==> src/hdl/image_abs_diff_rms_core_macros.svh <==
// Assertion macros for the absolute difference / RMS core checks
`ifndef IMAGE_ABS_DIFF_RMS_CORE_MACROS_SVH
`define IMAGE_ABS_DIFF_RMS_CORE_MACROS_SVH
// Consequent must hold in the same cycle as the antecedent
`define IADR_ASSERT_SAME(label, clk, rst, ante, cons, msg) \
   label: assert property (@(posedge clk) disable iff (rst) (ante) |-> (cons)) \
      else $error(msg);
// Consequent must hold in the cycle after the antecedent
`define IADR_ASSERT_NEXT(label, clk, rst, ante, cons, msg) \
   label: assert property (@(posedge clk) disable iff (rst) (ante) |=> (cons)) \
      else $error(msg);
`endif

==> src/hdl/iadr_pkg.sv <==
// Shared types and constants of the absolute difference / RMS core
package iadr_pkg;

   localparam int PIX_W    = 8;
   localparam int IN_LANES = 8;
   localparam int WORD_W   = PIX_W * IN_LANES;
   localparam int SUM_W    = 32;
   localparam int FRAC_W   = 16;
   localparam int RMS_W    = 16;
   // sum of eight 8-bit differences
   localparam int ADD_W    = 11;

   typedef struct packed {
      logic [WORD_W-1:0] first_pixels;
      logic [WORD_W-1:0] second_pixels;
      logic              is_last;
   } req_type;

   typedef struct packed {
      logic [WORD_W-1:0]   diff_word;
      logic [IN_LANES-1:0] sign_bits;
      logic [RMS_W-1:0]    rms_value;
      logic                rms_valid;
   } rsp_type;

endpackage

==> src/hdl/image_abs_diff_rms_core.sv <==
// A request without is_last has its result registered in the cycle after acceptance;
// one with is_last goes through a bit-serial divide followed by a bit-serial square root.
// Throughput: one request per cycle while is_last is low and no response is held
// stalled; the request port stalls from an is_last acceptance until its result is
// loaded into the output register. Reset clears the state, the threshold, the running
// sum, the group count and the output valid flag.
`include "image_abs_diff_rms_core_macros.svh"

module image_abs_diff_rms_core #(
   parameter int LANES       = 8,
   parameter int COUNT_WIDTH = 21
) (
   input  logic                       clock,
   input  logic                       reset,
   input  logic                       req_valid,
   output logic                       req_stall,
   input  iadr_pkg::req_type          req_data,
   output logic                       rsp_valid,
   input  logic                       rsp_stall,
   output iadr_pkg::rsp_type          rsp_data,
   input  logic                       csr_valid,
   output logic                       csr_ready,
   input  logic [iadr_pkg::PIX_W-1:0] csr_data
);
   import iadr_pkg::*;

   localparam int ACT_LANES = (LANES < IN_LANES) ? LANES : IN_LANES;
   localparam int PIX_CNT_W = COUNT_WIDTH + $clog2(LANES + 1);
   localparam int NUM_W     = SUM_W + FRAC_W;
   localparam int ROOT_W    = NUM_W / 2;

   localparam int         ST_W     = 3;
   localparam [ST_W-1:0]  ST_RUN   = 3'd0;
   localparam [ST_W-1:0]  ST_START = 3'd1;
   localparam [ST_W-1:0]  ST_DIV   = 3'd2;
   localparam [ST_W-1:0]  ST_SQRT  = 3'd3;
   localparam [ST_W-1:0]  ST_OUT   = 3'd4;

   logic [ST_W-1:0]        state_ff, state_in;
   logic [PIX_W-1:0]       thr_ff, thr_in;
   logic [SUM_W-1:0]       sum_ff, sum_in;
   logic [COUNT_WIDTH-1:0] count_ff, count_in;
   logic                   out_valid_ff, out_valid_in;
   rsp_type                out_data_ff, out_data_in;
   logic [WORD_W-1:0]      hold_diff_ff, hold_diff_in;
   logic [IN_LANES-1:0]    hold_sign_ff, hold_sign_in;

   logic [ACT_LANES-1:0][PIX_W-1:0] abs_diff;
   logic [ACT_LANES-1:0][PIX_W-1:0] mask_diff;
   logic [ACT_LANES-1:0]            lane_sign;
   logic [WORD_W-1:0]               diff_word_c;
   logic [IN_LANES-1:0]             sign_bits_c;
   logic [ADD_W-1:0]                lane_sum_c;

   logic [SUM_W:0]         sum_ext;
   logic [SUM_W-1:0]       sum_acc;
   logic [COUNT_WIDTH-1:0] count_acc;
   logic [PIX_CNT_W-1:0]   pixel_count;
   logic                   req_accept;
   logic                   out_ready;
   logic                   div_start;
   logic                   div_done;
   logic [NUM_W-1:0]       quotient;
   logic                   sqrt_done;
   logic [ROOT_W-1:0]      root;

   for (genvar k = 0; k < ACT_LANES; k++) begin : g_lane
      iadr_lane u_lane (
         .first_pix  (req_data.first_pixels[k*PIX_W +: PIX_W]),
         .second_pix (req_data.second_pixels[k*PIX_W +: PIX_W]),
         .threshold  (thr_ff),
         .abs_diff   (abs_diff[k]),
         .mask_diff  (mask_diff[k]),
         .sign       (lane_sign[k])
      );
   end

   iadr_merge #(
      .ACT_LANES (ACT_LANES)
   ) u_merge (
      .abs_diff  (abs_diff),
      .mask_diff (mask_diff),
      .lane_sign (lane_sign),
      .diff_word (diff_word_c),
      .sign_bits (sign_bits_c),
      .lane_sum  (lane_sum_c)
   );

   iadr_div #(
      .NUM_W (NUM_W),
      .DEN_W (PIX_CNT_W)
   ) u_div (
      .clock    (clock),
      .reset    (reset),
      .start    (div_start),
      .dividend ({sum_ff, FRAC_W'(0)}),
      .divisor  (pixel_count),
      .done     (div_done),
      .quotient (quotient)
   );

   iadr_sqrt #(
      .RAD_W (NUM_W)
   ) u_sqrt (
      .clock    (clock),
      .reset    (reset),
      .start    (div_done),
      .radicand (quotient),
      .done     (sqrt_done),
      .root     (root)
   );

   assign out_ready  = !out_valid_ff || !rsp_stall;
   assign req_stall  = (state_ff != ST_RUN) || (out_valid_ff && rsp_stall);
   assign req_accept = req_valid && !req_stall;
   assign div_start  = (state_ff == ST_START);
   assign csr_ready  = 1'b1;
   assign rsp_valid  = out_valid_ff;
   assign rsp_data   = out_data_ff;

   always_comb begin
      // saturating accumulate of this request's raw differences
      sum_ext     = {1'b0, sum_ff} + (SUM_W + 1)'(lane_sum_c);
      sum_acc     = sum_ext[SUM_W] ? '1 : sum_ext[SUM_W-1:0];
      count_acc   = (count_ff == '1) ? count_ff : count_ff + COUNT_WIDTH'(1);
      pixel_count = PIX_CNT_W'(count_ff) * PIX_CNT_W'(LANES);

      state_in     = state_ff;
      thr_in       = thr_ff;
      sum_in       = sum_ff;
      count_in     = count_ff;
      hold_diff_in = hold_diff_ff;
      hold_sign_in = hold_sign_ff;
      out_data_in  = out_data_ff;
      out_valid_in = out_valid_ff && rsp_stall;

      if (csr_valid && csr_ready) begin
         thr_in = csr_data;
      end

      unique case (state_ff)
         ST_RUN: begin
            if (req_accept) begin
               sum_in   = sum_acc;
               count_in = count_acc;
               if (req_data.is_last) begin
                  hold_diff_in = diff_word_c;
                  hold_sign_in = sign_bits_c;
                  state_in     = ST_START;
               end else begin
                  out_valid_in = 1'b1;
                  out_data_in  = '{diff_word: diff_word_c, sign_bits: sign_bits_c,
                                   rms_value: '0, rms_valid: 1'b0};
               end
            end
         end
         ST_START: begin
            // divider latches the frame totals at this edge; clear them for the next frame
            sum_in   = '0;
            count_in = '0;
            state_in = ST_DIV;
         end
         ST_DIV: begin
            if (div_done) begin
               state_in = ST_SQRT;
            end
         end
         ST_SQRT: begin
            if (sqrt_done) begin
               state_in = ST_OUT;
            end
         end
         ST_OUT: begin
            if (out_ready) begin
               out_valid_in = 1'b1;
               out_data_in  = '{diff_word: hold_diff_ff, sign_bits: hold_sign_ff,
                                rms_value: root[RMS_W-1:0], rms_valid: 1'b1};
               state_in     = ST_RUN;
            end
         end
         default: begin
            state_in = ST_RUN;
         end
      endcase
   end

   always_ff @(posedge clock) begin
      if (reset) begin
         state_ff     <= ST_RUN;
         thr_ff       <= '0;
         sum_ff       <= '0;
         count_ff     <= '0;
         out_valid_ff <= 1'b0;
      end else begin
         state_ff     <= state_in;
         thr_ff       <= thr_in;
         sum_ff       <= sum_in;
         count_ff     <= count_in;
         out_valid_ff <= out_valid_in;
      end
      out_data_ff  <= out_data_in;
      hold_diff_ff <= hold_diff_in;
      hold_sign_ff <= hold_sign_in;
   end

   `IADR_ASSERT_NEXT(a_last_starts_root, clock, reset, req_accept && req_data.is_last, state_ff == ST_START && count_ff != '0, "last request did not start rms with a nonzero count")
   `IADR_ASSERT_NEXT(a_frame_cleared, clock, reset, state_ff == ST_START, sum_ff == '0 && count_ff == '0, "frame totals not cleared after rms start")
   `IADR_ASSERT_SAME(a_div_done_state, clock, reset, div_done, state_ff == ST_DIV, "divider finished outside the divide phase")
   `IADR_ASSERT_SAME(a_sqrt_done_state, clock, reset, sqrt_done, state_ff == ST_SQRT, "square root finished outside the root phase")

endmodule

==> src/hdl/iadr_lane.sv <==
// One pixel lane: absolute difference, threshold mask and sign
module iadr_lane (
   input  logic [iadr_pkg::PIX_W-1:0] first_pix,
   input  logic [iadr_pkg::PIX_W-1:0] second_pix,
   input  logic [iadr_pkg::PIX_W-1:0] threshold,
   output logic [iadr_pkg::PIX_W-1:0] abs_diff,
   output logic [iadr_pkg::PIX_W-1:0] mask_diff,
   output logic                       sign
);
   import iadr_pkg::*;

   always_comb begin
      sign      = (second_pix < first_pix);
      abs_diff  = sign ? (first_pix - second_pix) : (second_pix - first_pix);
      mask_diff = (abs_diff > threshold) ? abs_diff : '0;
   end

endmodule

==> src/hdl/iadr_merge.sv <==
// Merge of lane results: pack the words and sum the raw differences
module iadr_merge #(
   parameter int ACT_LANES = 8
) (
   input  logic [ACT_LANES-1:0][iadr_pkg::PIX_W-1:0] abs_diff,
   input  logic [ACT_LANES-1:0][iadr_pkg::PIX_W-1:0] mask_diff,
   input  logic [ACT_LANES-1:0]                      lane_sign,
   output logic [iadr_pkg::WORD_W-1:0]               diff_word,
   output logic [iadr_pkg::IN_LANES-1:0]             sign_bits,
   output logic [iadr_pkg::ADD_W-1:0]                lane_sum
);
   import iadr_pkg::*;

   for (genvar k = 0; k < IN_LANES; k++) begin : g_pack
      if (k < ACT_LANES) begin : g_used
         assign diff_word[k*PIX_W +: PIX_W] = mask_diff[k];
         assign sign_bits[k]                = lane_sign[k];
      end else begin : g_unused
         assign diff_word[k*PIX_W +: PIX_W] = '0;
         assign sign_bits[k]                = 1'b0;
      end
   end

   always_comb begin
      lane_sum = '0;
      for (int k = 0; k < ACT_LANES; k++) begin
         lane_sum = lane_sum + ADD_W'(abs_diff[k]);
      end
   end

endmodule

==> src/hdl/iadr_div.sv <==
// Restoring divider, one quotient bit per cycle
module iadr_div #(
   parameter int NUM_W = 48,
   parameter int DEN_W = 25
) (
   input  logic             clock,
   input  logic             reset,
   input  logic             start,
   input  logic [NUM_W-1:0] dividend,
   input  logic [DEN_W-1:0] divisor,
   output logic             done,
   output logic [NUM_W-1:0] quotient
);
   localparam int CNT_W = $clog2(NUM_W);

   logic [NUM_W-1:0] quo_ff, quo_in;
   logic [DEN_W-1:0] rem_ff, rem_in;
   logic [DEN_W-1:0] den_ff, den_in;
   logic [CNT_W-1:0] cnt_ff, cnt_in;
   logic             busy_ff, busy_in;
   logic             done_ff, done_in;
   logic [DEN_W:0]   rem_shift;
   logic [DEN_W:0]   rem_sub;
   logic             fits;

   always_comb begin
      rem_shift = {rem_ff, quo_ff[NUM_W-1]};
      rem_sub   = rem_shift - {1'b0, den_ff};
      fits      = (rem_shift >= {1'b0, den_ff});

      quo_in  = quo_ff;
      rem_in  = rem_ff;
      den_in  = den_ff;
      cnt_in  = cnt_ff;
      busy_in = busy_ff;
      done_in = 1'b0;

      if (start) begin
         quo_in  = dividend;
         rem_in  = '0;
         den_in  = divisor;
         cnt_in  = '0;
         busy_in = 1'b1;
      end else if (busy_ff) begin
         // shift in the next dividend bit, subtract when it fits
         quo_in = {quo_ff[NUM_W-2:0], fits};
         rem_in = fits ? rem_sub[DEN_W-1:0] : rem_shift[DEN_W-1:0];
         cnt_in = cnt_ff + CNT_W'(1);
         if (cnt_ff == CNT_W'(NUM_W - 1)) begin
            busy_in = 1'b0;
            done_in = 1'b1;
         end
      end
   end

   always_ff @(posedge clock) begin
      if (reset) begin
         busy_ff <= 1'b0;
         done_ff <= 1'b0;
         cnt_ff  <= '0;
      end else begin
         busy_ff <= busy_in;
         done_ff <= done_in;
         cnt_ff  <= cnt_in;
      end
      quo_ff <= quo_in;
      rem_ff <= rem_in;
      den_ff <= den_in;
   end

   assign done     = done_ff;
   assign quotient = quo_ff;

endmodule

==> src/hdl/iadr_sqrt.sv <==
// Digit-by-digit integer square root, one root bit per cycle
module iadr_sqrt #(
   parameter int RAD_W = 48
) (
   input  logic               clock,
   input  logic               reset,
   input  logic               start,
   input  logic [RAD_W-1:0]   radicand,
   output logic               done,
   output logic [RAD_W/2-1:0] root
);
   localparam int ROOT_W = RAD_W / 2;
   localparam int REM_W  = ROOT_W + 2;
   localparam int CNT_W  = $clog2(ROOT_W);

   logic [RAD_W-1:0]  rad_ff, rad_in;
   logic [REM_W-1:0]  rem_ff, rem_in;
   logic [ROOT_W-1:0] root_ff, root_in;
   logic [CNT_W-1:0]  cnt_ff, cnt_in;
   logic              busy_ff, busy_in;
   logic              done_ff, done_in;
   logic [REM_W-1:0]  rem_shift;
   logic [REM_W-1:0]  trial;
   logic              fits;

   always_comb begin
      // bring down the next two radicand bits
      rem_shift = {rem_ff[REM_W-3:0], rad_ff[RAD_W-1 -: 2]};
      trial     = {root_ff, 2'b01};
      fits      = (rem_shift >= trial);

      rad_in  = rad_ff;
      rem_in  = rem_ff;
      root_in = root_ff;
      cnt_in  = cnt_ff;
      busy_in = busy_ff;
      done_in = 1'b0;

      if (start) begin
         rad_in  = radicand;
         rem_in  = '0;
         root_in = '0;
         cnt_in  = '0;
         busy_in = 1'b1;
      end else if (busy_ff) begin
         rad_in  = {rad_ff[RAD_W-3:0], 2'b00};
         rem_in  = fits ? (rem_shift - trial) : rem_shift;
         root_in = {root_ff[ROOT_W-2:0], fits};
         cnt_in  = cnt_ff + CNT_W'(1);
         if (cnt_ff == CNT_W'(ROOT_W - 1)) begin
            busy_in = 1'b0;
            done_in = 1'b1;
         end
      end
   end

   always_ff @(posedge clock) begin
      if (reset) begin
         busy_ff <= 1'b0;
         done_ff <= 1'b0;
         cnt_ff  <= '0;
      end else begin
         busy_ff <= busy_in;
         done_ff <= done_in;
         cnt_ff  <= cnt_in;
      end
      rad_ff  <= rad_in;
      rem_ff  <= rem_in;
      root_ff <= root_in;
   end

   assign done = done_ff;
   assign root = root_ff;

endmodule
==> config.mk <==
export PLATFORM = sky130hd
export DESIGN_NAME = image_abs_diff_rms_core
export DESIGN_NICKNAME = d
export VERILOG_FILES = /design/src/hdl/iadr_pkg.sv /design/src/hdl/image_abs_diff_rms_core.sv /design/src/hdl/iadr_lane.sv /design/src/hdl/iadr_merge.sv /design/src/hdl/iadr_div.sv /design/src/hdl/iadr_sqrt.sv
export VERILOG_INCLUDE_DIRS = /design/src /design/src/hdl
export SDC_FILE = /design/constraint.sdc
export NUM_CORES = 1
export LEC_CHECK = 0
export ABC_AREA = 1
export BUFFER_PORTS_ARGS = -buffer_cell sky130_fd_sc_hd__buf_2
export CAP_MARGIN = 15
export CELL_PAD_IN_SITES_DETAIL_PLACEMENT = 1
export CELL_PAD_IN_SITES_GLOBAL_PLACEMENT = 1
export CORE_UTILIZATION = 46
export DETAILED_ROUTE_END_ITERATION = 12
export PLACE_DENSITY = 0.89
export SYNTH_ARGS = -nofsm -noshare
export SYNTH_HDL_FRONTEND = slang
export SYNTH_SLANG_ARGS = --single-unit
==> constraint.sdc <==
create_clock -name clock -period 11.4 [get_ports clock]
set_input_delay 0 -clock clock [delete_from_list [all_inputs] [get_ports clock]]
set_output_delay 0 -clock clock [all_outputs]
set_load 0.02 [all_outputs]
==> summary.txt, run 1 <==
Placed design
  • Hpwl dp: 69680 um
  • Routability Congestion: 0.9098
  • IO buf count: 232
  • Placed cell areas: 0.03210 mm2

Clock tree
  • CTS sink cnt: 431
  • Post-CTS Setup Bufs: 0
  • Clk root buf: clkbuf_16
  • H-Tree Depth: 2
  • Clock Tree Buf Depth: 3
  • Total CTS buffers: 47
  • Clk pin slew, worst setup/hold paths: 0.06 ns
  • Worst skew pair latency: 0.61 ns
  • CTS tree: built

Synth
  • Adder-cell share of the synthesized area: 0.1474
  • Yosys warns: 0
  • Mean area per synthesized cell: 7.689 um2
  • Compound-Gate Fraction of Synth Area: 0.1043
  • EDFF count, synth: 262
  • Seq/Total Area, Yosys: 0.3717
  • Mapped Cells: 3937
  • Post-Synth Simple-Gate Area: 0.2354
  • Largest family of logic cells by synthesized area: simple AND/OR/NAND/NOR gates
  • Post-synthesis mux area share: 0
  • Netlist cell types: 61
  • Synthesis-stage register bit count: 431
  • Share of synthesized flip-flops with an asynchronous set or reset: 0
  • Syn Std Cell Area: 0.03027 mm2
  • Synthesized Nets: 4402
  • Synth Area in XOR/XNOR: 0.03790
  • Dominant synthesized flop cell: edfxtp_1

Critical path
  • Worst Path Required: 11.93 ns
  • Crit. End Element: register
  • CP dominant cell by count: nand2_1
  • FF-to-FF path depth: 8
  • Slowest stage delay, CP: 0.53 ns
  • Critical Path AT: 9.00 ns
  • Slowest cell on crit path: dlygate4sd3_1
  • Worst Setup SP: req_data[65]
  • Critical Path Fanout Max: 20
  • Startpoint types: input pin
  • R2R Path Start: state_ff[0]$_SDFFE_PP0P_
  • Critical path class: input pin to register

STA
  • Max-slew violations: 0
  • Relative slew margins: 0.2806
  • Tcrit/Tclk final: 0.7431
  • TNS Setup: 0 ns
  • Worst Skew: 0.02487 ns
  • Fmax: 118.1 MHz
  • Finish-stage setup viols: 0
  • Worst slew pin tran: 1.076 ns
  • Hold Vio Cnt, Final: 0
  • Final critical-path required period: 8.471 ns
  • RSZ-0062 raised after global routing: no

Layout
  • Commonest cells after routing, fill and taps aside: nand2_1 (1108), inv_1 (665), ha_1 (267)
  • Layout net count: 4619
  • Final instance area: 0.03395 mm2
  • Commonest non-fill, non-tap cell in the layout: nand2_1
  • Share of layout cells above drive strength 1: 0.09707
  • Area grow syn2layout: 12.16%

Floorplanning
  • Rows: 93
  • Num ports: 234
  • Initial Util: 0.4679
  • Core ar.: 0.06470 mm2
  • Die area: 0.06684 mm2
  • Die X: 258.5 um
  • DIE HEIGHT: 258.5 um

Drt
  • Post-Route WL: 94980 um
  • Post-route DRC: 0
  • Drt wl/cell: 18.81 um
  • Pre-antenna DRT Iters: 5
  • Starting DRC count in detailed routing: 1631
  • Final ANT Viol Nets: 0
  • Via count: 27360
  • Via density: 5.418

GRT
  • Number of global-route vias before repair: 29040
  • Largest net degree at the start of global routing: 85
  • Antenna violations before repair: 2
  • First-pass GRT wire length: 152300 um
  • Grt total ovfl: 0
  • Met3 usage: 0.03658
  • Met1 GRT Util: 0.3496
  • Total track usage: 0.2827
  • Layer with the highest usage: met2
  • Met2 usage: 0.5047

Min path
  • HP Class: input pin to register
  • Hold Crit Depth: 4
  • HP Start: req_data[17]

Flow run
  • Max-cap check violation count: 0

Outcome
  • Status: finished, final reports clean
==> state kept, by name, indices dropped and copies added, names as in the netlist, 3 cells and up <==
register / count
state_ff: 3
u_div.rem_ff: 25
u_sqrt.cnt_ff: 5
u_sqrt.root: 24
u_sqrt.rem_ff: 24
sum_ff: 32
u_div.den_ff: 21
u_div.cnt_ff: 6
u_sqrt.rad_ff: 48
thr_ff: 8
hold_sign_ff: 8
count_ff: 21
hold_diff_ff: 64
rsp_data: 89
u_div.quotient: 48
==> synthesized netlist by cell type (24+ instances only) <==
library cell | number | share of area
nor2_1 | 248 | 0.031
fa_1 | 56 | 0.037
xnor2_1 | 41 | 0.012
nand2_2 | 24 | 0.0050
buf_2 | 27 | 0.0045
inv_1 | 667 | 0.083
nand4_1 | 45 | 0.0093
clkbuf_1 | 52 | 0.0064
ha_1 | 267 | 0.11
xor2_1 | 90 | 0.026
o21ai_0 | 176 | 0.029
dfxtp_1 | 169 | 0.11
o22ai_1 | 41 | 0.0085
nand3_1 | 174 | 0.029
edfxtp_1 | 262 | 0.26
nor3_1 | 32 | 0.0053
a21oi_1 | 239 | 0.040
nand2_1 | 1108 | 0.14
==> critical path: cells and delay by family <==
kind,cells,cell delay [ns]
xor gates and xnor gates,1,0.28
and+or+nand+nor,24,2.75
buffers and inverters,11,1.67
AOI/OAI and AO/OA,3,0.58
adders and majority gates,9,3.72
==> area by class of cell <==
type                            instances  area (um2)
Fill cell                            8177       30740
Multi-Input combinational cell       2719       15930
Sequential cell                       431       11250
Inverter                              679        2551
Timing Repair Buffer                  276        1574
Clock buffer                           75        1435
Tap cell                              855        1070
Clock inverter                         13       135.1
Antenna cell                            2       5.005
==> worst paths after layout <==
kind / slack, ns / endpoint
worst max-delay path: 2.93 / sum_ff[1]$_SDFFE_PP0P_
worst min-delay path: 0.03 / hold_diff_ff[16]$_DFFE_PP_
worst max register to register: 6.97 / rsp_data[77]$_DFFE_PP_
worst min register to register: 0.46 / u_div.den_ff[23]$_DFFE_PP_
==> layer usage <==
layer,routed length [um],vias to the layer above
li1,-,13070
met1,40260,13410
met2,47440,686
met3,4162,195
met4,3102,2
met5,13,-
==> timing repair <==
| action | 4_1_cts | 5_1_grt |
|---|---|---|
| hold buffers | 28 | 0 |
| endpoints found under the setup margin | 0 | 0 |
| resized for setup | 0 | 0 |
| endpoints found under the hold margin | 19 | 0 |
==> cells by family after synthesis <==
group,after synthesis
flops,431
xor+xnor,131
fa+ha+maj,323
compound gates,566
buf+inv,787
other cells,1
simple gates,1698
==> through the flow <==
stage | utilization | hold WS [ns] | setup WS, ns | cells
3_3_place_gp | 0.4958 | 0.2629 | 3.187 | 4931
4_1_cts | 0.5247 | 0.006810 | 3.004 | 5048
6_report | 0.5248 | 0.02618 | 2.929 | 5050
5_1_grt | 0.5248 | 0.02912 | 2.252 | 5049
2_1_floorplan | - | 0.1349 | 3.189 | 3937
3_5_place_dp | 0.4961 | 0.3136 | 2.904 | 4932
Power of run 1 is left out: the tool's default activity adds up to more than one toggle a clock period on the data nets, which glitch-free logic cannot reach.
==> inputs of run 2 (changes only) <==
Clock period 11.4 ns to 8 ns, I/O delays scaled along.
==> run 2 against run 1 <==
First-iteration DRC count grew 5.0%; utilization grew 0.48 points; clock skew shrank 0.0099 ns; register-to-register slack lost 2.7 ns; final area grew 0.91%; via count shrank 0.25%.
==> summary.txt, run 2 (synthesis gave the netlist of run 1 again) <==
Outcome
  • Status: finished, final reports clean

Floorplanning
  • Initial Util: 0.4679 (unchanged)
  • Die X: 258.5 um (unchanged)
  • Core ar.: 0.06470 mm2 (unchanged)
  • Num ports: 234 (unchanged)
  • Die area: 0.06684 mm2 (unchanged)
  • DIE HEIGHT: 258.5 um (unchanged)
  • Rows: 93 (unchanged)

Drt
  • Drt wl/cell: 18.61 um (-1.1%)
  • Via count: 27290 (-0.25%)
  • Pre-antenna DRT Iters: 7 (+2)
  • Starting DRC count in detailed routing: 1713 (+5.0%)
  • Post-route DRC: 0 (unchanged)
  • Post-Route WL: 94330 um (-0.69%)
  • Final ANT Viol Nets: 0 (unchanged)
  • Via density: 5.384 (-0.63%)

GRT
  • Antenna violations before repair: 5 (+3)
  • Largest net degree at the start of global routing: 72 (-15%)
  • First-pass GRT wire length: 151000 um (-0.83%)
  • Grt total ovfl: 0 (unchanged)
  • Total track usage: 0.2807 (-0.002004)
  • Number of global-route vias before repair: 29010 (-0.083%)

Layout
  • Fillers: 8158 (-0.23%)
  • Share of layout cells above drive strength 1: 0.1030 (+0.005972)
  • Commonest cells after routing, fill and taps aside: nand2_1 (1108), inv_1 (664), ha_1 (267)
  • Final cell count without fillers: 5069 (+0.38%)
  • Layout net count: 4635 (+0.35%)
  • Core Util, Final: 0.5296 (+0.004796)
  • Max FFs per register: 89 (unchanged)
  • Commonest non-fill, non-tap cell in the layout: nand2_1
  • Area grow syn2layout: 13.19%

Placed design
  • IO buf count: 232 (unchanged)
  • Routability Congestion: 0.9367 (+3.0%)
  • Hpwl dp: 69400 um (-0.40%)
  • DP Cell Count: 4939 (+0.14%)

STA
  • Relative slew margins: 0.2955 (+0.01492)
  • Max-slew violations: 0 (unchanged)
  • Worst Skew: 0.01495 ns (-0.009926 ns)
  • Final critical-path required period: 7.406 ns
  • Fmax: 135.0 MHz
  • Hold Vio Cnt, Final: 0 (unchanged)
  • Tcrit/Tclk final: 0.9257
  • Finish-stage setup viols: 0 (unchanged)
  • Worst slew pin tran: 1.056 ns (-0.02008 ns)

Pwr
  • Part of the power in combinational logic: 0.662
  • Clk pwr share: 0.141
  • Sequential power share: 0.197
  • Sw Share: 0.5133
  • Internal: 8382 uW
  • Psw: 8838 uW
  • Leak Pwr: 0.01706 uW
  • Worst vdd ir: 979.8 uV
  • Power density cells: 502.6 mW/mm2

Clock tree
  • Clock Tree Buf Depth: 3 (unchanged)
  • Clk root buf: clkbuf_16
  • Clk pin slew, worst setup/hold paths: 0.07 ns (about the same)
  • Total CTS buffers: 50 (+6.4%)
  • CTS sink cnt: 431 (unchanged)
  • CTS tree: built
  • Worst skew pair latency: 0.62 ns (about the same)
  • H-Tree Depth: 2 (unchanged)

Critical path
  • Startpoint types: input pin
  • Worst Path Required: 8.55 ns (-3.38 ns)
  • Largest delay share family, worst path: adder cells
  • Critical path class: input pin to register
  • Critical Path Fanout Max: 9 (-55%)
  • Slowest stage delay, CP: 0.55 ns (+0.02 ns)
  • Critical Path AT: 7.95 ns (-1.05 ns)
  • Crit. End Element: register
  • CP bufs+invs: 12 (+1)
  • Slowest cell on crit path: fa_1

Flow run
  • Max-cap check violation count: 0 (unchanged)

Min path
  • HP Class: input pin to register
## run 2: cell count changes in the layout (fill, tap and decap cells not counted), sizes merged
cell         delta
buf            +10
clkinv         +10
dlygate4sd3     +2
clkbuf          -7
clkinvlp        +2
bufinv          +2
## run 2: layout make-up
type                    count  area [um2]  share of cell area
clock buffers              68        1476             0.04309
inverters                 679        2556             0.07461
repair buffers            288        1669             0.04871
clock inverters            26       285.3            0.008326
repair inverters            1       7.507           0.0002191
diodes                      2       5.005           0.0001461
flip-flops and latches    431       11250              0.3284
multi-input cells        2719       15940              0.4653
well taps                 855        1070             0.03122
## run 2: timing repair
action                                 4_1_cts  5_1_grt
setup endpoints to repair                    0       25
gates resized for setup                      0        6
hold buffers                                30        0
buffers inserted                             0        3
endpoints found under the hold margin       22        0
## run 2: tightest hold or removal path, stage by stage
cell and delay [ns]:
buf_2 0.11, inv_1 0.05, ha_1 0.22, nor2_1 0.10
## run 2: power groups by stage
stage | sequential (uW) | clock [uW] | combinational [uW]
final | 3390 | 2430 | 11400
after global routing | 3430 | 2560 | 12900
after CTS | 3390 | 2470 | 11400
after detailed placement | 3410 | 0 | 11300
after global placement | 3400 | 0 | 10700
after floorplan | 3650 | 0 | 8100
## run 2: metrics by stage
stage | cell area [um2] | setup slack, ns | TNS [ns] | hold WS [ns] | total power, uW
2_1_floorplan | 30280 | 0.9503 | 0 | 0.1349 | 11750
3_3_place_gp | 32150 | 0.2422 | 0 | 0.2582 | 14140
3_5_place_dp | 32150 | -0.1783 | -2.295 | 0.2987 | 14690
4_1_cts | 34210 | 0.4110 | 0 | 0.01371 | 17250
5_1_grt | 34260 | -0.008607 | -0.008607 | 0.03464 | 18850
6_report | 34260 | 0.5941 | 0 | 0.03424 | 17220
## run 2: routing by layer
| metal | wire length, um | part of all wire | global-route usage | up-vias |
|---|---|---|---|---|
| met5 | 44 | 0.00047 | 0 | - |
| met4 | 3157 | 0.033 | 0.1022 | 6 |
| met3 | 4398 | 0.047 | 0.03912 | 197 |
| met2 | 46720 | 0.50 | 0.5007 | 686 |
| met1 | 40000 | 0.42 | 0.3430 | 13310 |
| li1 | - | - | - | 13090 |
## run 2: worst paths after layout
path	startpoint	endpoint	slack [ns]	depth (start not counted)
setup reg to reg	state_ff[1]$_SDFFE_PP0P_	rsp_data[9]$_SDFFCE_PN0P_	4.27	8
hold reg to reg	count_ff[20]$_SDFFE_PP0P_	u_div.den_ff[23]$_DFFE_PP_	0.45	0
setup / recovery	req_data[9]	sum_ff[15]$_SDFFE_PP0P_	0.59	44
hold / removal	req_data[25]	hold_diff_ff[24]$_DFFE_PP_	0.03	4
Note: power is estimated with default switching activity, not from simulation.
==> inputs of run 3 (changes only) <==
Settings changed: CORE_ASPECT_RATIO set to 1.75.
==> run 3 against run 2 <==
Sequential cell count is the same; non-clock buffer count shrank 9; clock skew grew 0.022 ns; register-to-register slack lost 0.31 ns; sequential share of layout area grew 0.31 points; first-iteration DRC count shrank 31%.
==> summary.txt, run 3 (synthesis gave the netlist of run 1 again) <==
Drt
  • Drt wl/cell: 19.33 um (+3.9%)
  • Starting DRC count in detailed routing: 1179 (-31%)
  • Pre-antenna DRT Iters: 5 (-2)
  • Via density: 5.471 (+1.6%)
  • Final ANT Viol Nets: 0 (unchanged)
  • Post-Route WL: 96850 um (+2.7%)
  • Via count: 27400 (+0.40%)
  • Post-route DRC: 0 (unchanged)

Critical path
  • Reg2reg setup slack: 3.96 ns (-0.31 ns)
  • Worst Path Required: 8.46 ns (-0.09 ns)
  • Startpoint types: input pin
  • Crit. End Element: register
  • Critical path class: input pin to register
  • CP dominant cell by count: nand2_1
  • R2R Path End: rsp_data[26]$_DFFE_PP_
  • Slowest cell on crit path: dlygate4sd3_1
  • Critical Path AT: 8.02 ns (+0.07 ns)
  • Slowest stage delay, CP: 0.53 ns (-0.02 ns)
  • FF-to-FF path depth: 9 (+1)
  • R2R Path Start: state_ff[0]$_SDFFE_PP0P_
  • Critical Path Fanout Max: 6 (-3)

Clock tree
  • CTS tree: built
  • Total CTS buffers: 44 (-12%)
  • Clk root buf: clkbuf_16
  • H-Tree Depth: 2 (unchanged)
  • Clk pin slew, worst setup/hold paths: 0.07 ns (about the same)
  • Clock Tree Buf Depth: 3 (unchanged)
  • CTS sink cnt: 431 (unchanged)
  • Worst skew pair latency: 0.62 ns (about the same)

Layout
  • Commonest cells after routing, fill and taps aside: nand2_1 (1107), inv_1 (661), ha_1 (264)
  • Final cell count without fillers: 5009 (-1.2%)
  • Fillers: 8191 (+0.40%)
  • Share of layout cells above drive strength 1: 0.1017 (-0.001368)
  • Max FFs per register: 89 (unchanged)
  • Layout net count: 4620 (-0.32%)
  • Area grow syn2layout: 12.14%
  • Commonest non-fill, non-tap cell in the layout: nand2_1
  • Total inserted antenna cells: 0 (-2)

Min path
  • HP Start: req_data[121]
  • WHS Endpoint: hold_diff_ff[56]$_DFFE_PP_
  • Hold Crit Depth: 3 (-1)
  • HP Class: input pin to register

STA
  • Worst Skew: 0.03666 ns (+0.02172 ns)
  • Hold_ws: 0.009918 ns (-0.02432 ns)
  • Worst slew pin tran: 1.127 ns (+0.07174 ns)
  • Finish-stage setup viols: 0 (unchanged)
  • Fmax: 132.3 MHz (-2.0%)
  • Tcrit/Tclk final: 0.9449 (+0.01914)
  • Final critical-path required period: 7.559 ns (+0.1531 ns)
  • Max-slew violations: 0 (unchanged)
  • TNS Setup: 0 ns (unchanged)
  • Hold Vio Cnt, Final: 0 (unchanged)
  • Final setup margin: 0.4410 ns (-0.1531 ns)
  • Relative slew margins: 0.2476 (-0.04788)

GRT
  • Grt total ovfl: 0 (unchanged)
  • Largest net degree at the start of global routing: 82 (+14%)
  • Antenna violations before repair: 1 (-4)
  • First-pass GRT wire length: 152000 um (+0.63%)
  • Total track usage: 0.2894 (+0.008691)
  • Number of global-route vias before repair: 30020 (+3.5%)

Placed design
  • Routability Congestion: 0.9430 (+0.67%)
  • Pre-CTS setup slack: 0.02218 ns (+0.2005 ns)
  • DP Cell Count: 4900 (-0.79%)
  • IO buf count: 232 (unchanged)
  • Hpwl dp: 73920 um (+6.5%)

Floorplanning
  • Core ar.: 0.06516 mm2 (+0.72%)
  • Initial Util: 0.4645 (-0.003342)
  • Die area: 0.06688 mm2 (about the same)
  • Rows: 124 (+33%)
  • Die X: 195.9 um (-24%)
  • Num ports: 234 (unchanged)
  • DIE HEIGHT: 341.4 um (+32%)

Outcome
  • Status: finished, final reports clean

Flow run
  • Max-cap check violation count: 0 (unchanged)
-- run 3: worst max-delay path by stage --
stage | from | to | slack, ns | cells after the start
6_report | req_data[73] | sum_ff[9]$_SDFFE_PP0P_ | 0.44 | 48
5_1_grt | req_data[73] | sum_ff[9]$_SDFFE_PP0P_ | -0.11 | 49
4_1_cts | req_data[73] | sum_ff[15]$_SDFFE_PP0P_ | 0.12 | 44
3_5_place_dp | req_data[9] | sum_ff[21]$_SDFFE_PP0P_ | 0.02 | 45
3_3_place_gp | req_data[9] | sum_ff[21]$_SDFFE_PP0P_ | 0.27 | 49
2_1_floorplan | req_data[9] | sum_ff[14]$_SDFFE_PP0P_ | 0.95 | 50
-- run 3: worst max-delay path, delay by kind of cell --
kind / cells / cell delay [ns]
AO/OA/AOI/OAI: 4 / 0.66
XOR/XNOR: 1 / 0.23
adder cells (fa/ha/maj): 9 / 3.47
buffers and inverters: 12 / 1.41
AND/OR/NAND/NOR: 22 / 2.24
-- run 3: final cells by class --
type / instances / area (um2) / area share
inverter: 679 / 2556 / 0.07530
clock inverter: 27 / 319.1 / 0.009399
tap: 819 / 1025 / 0.03019
multi-input combinational: 2719 / 16000 / 0.4713
sequential: 431 / 11250 / 0.3314
timing repair inverter: 1 / 7.507 / 0.0002211
clock buffer: 54 / 1201 / 0.03538
timing repair buffer: 279 / 1589 / 0.04681
-- run 3: timing repair --
| item | 4_1_cts | 5_1_grt |
|---|---|---|
| gates resized for setup | 0 | 30 |
| buffers inserted | 0 | 2 |
| hold endpoints to repair | 13 | 0 |
| hold buffers | 25 | 0 |
| endpoints found under the setup margin | 0 | 32 |
-- run 3: through the flow --
stage,util,cell area (um2)
floorplan,-,30280
global placement,0.4922,32070
detailed placement,0.4922,32070
CTS,0.5193,33840
global route,0.5209,33950
finish,0.5209,33950
-- run 3: routing by layer --
layer	track usage	wire length (um)	vias up
met1	0.2556	31760	13280
met5	0	12	-
met3	0.04524	4049	343
met4	0.2005	6967	2
li1	-	-	13050
met2	0.5827	54060	734
Power of run 3 is left out for the same reason.
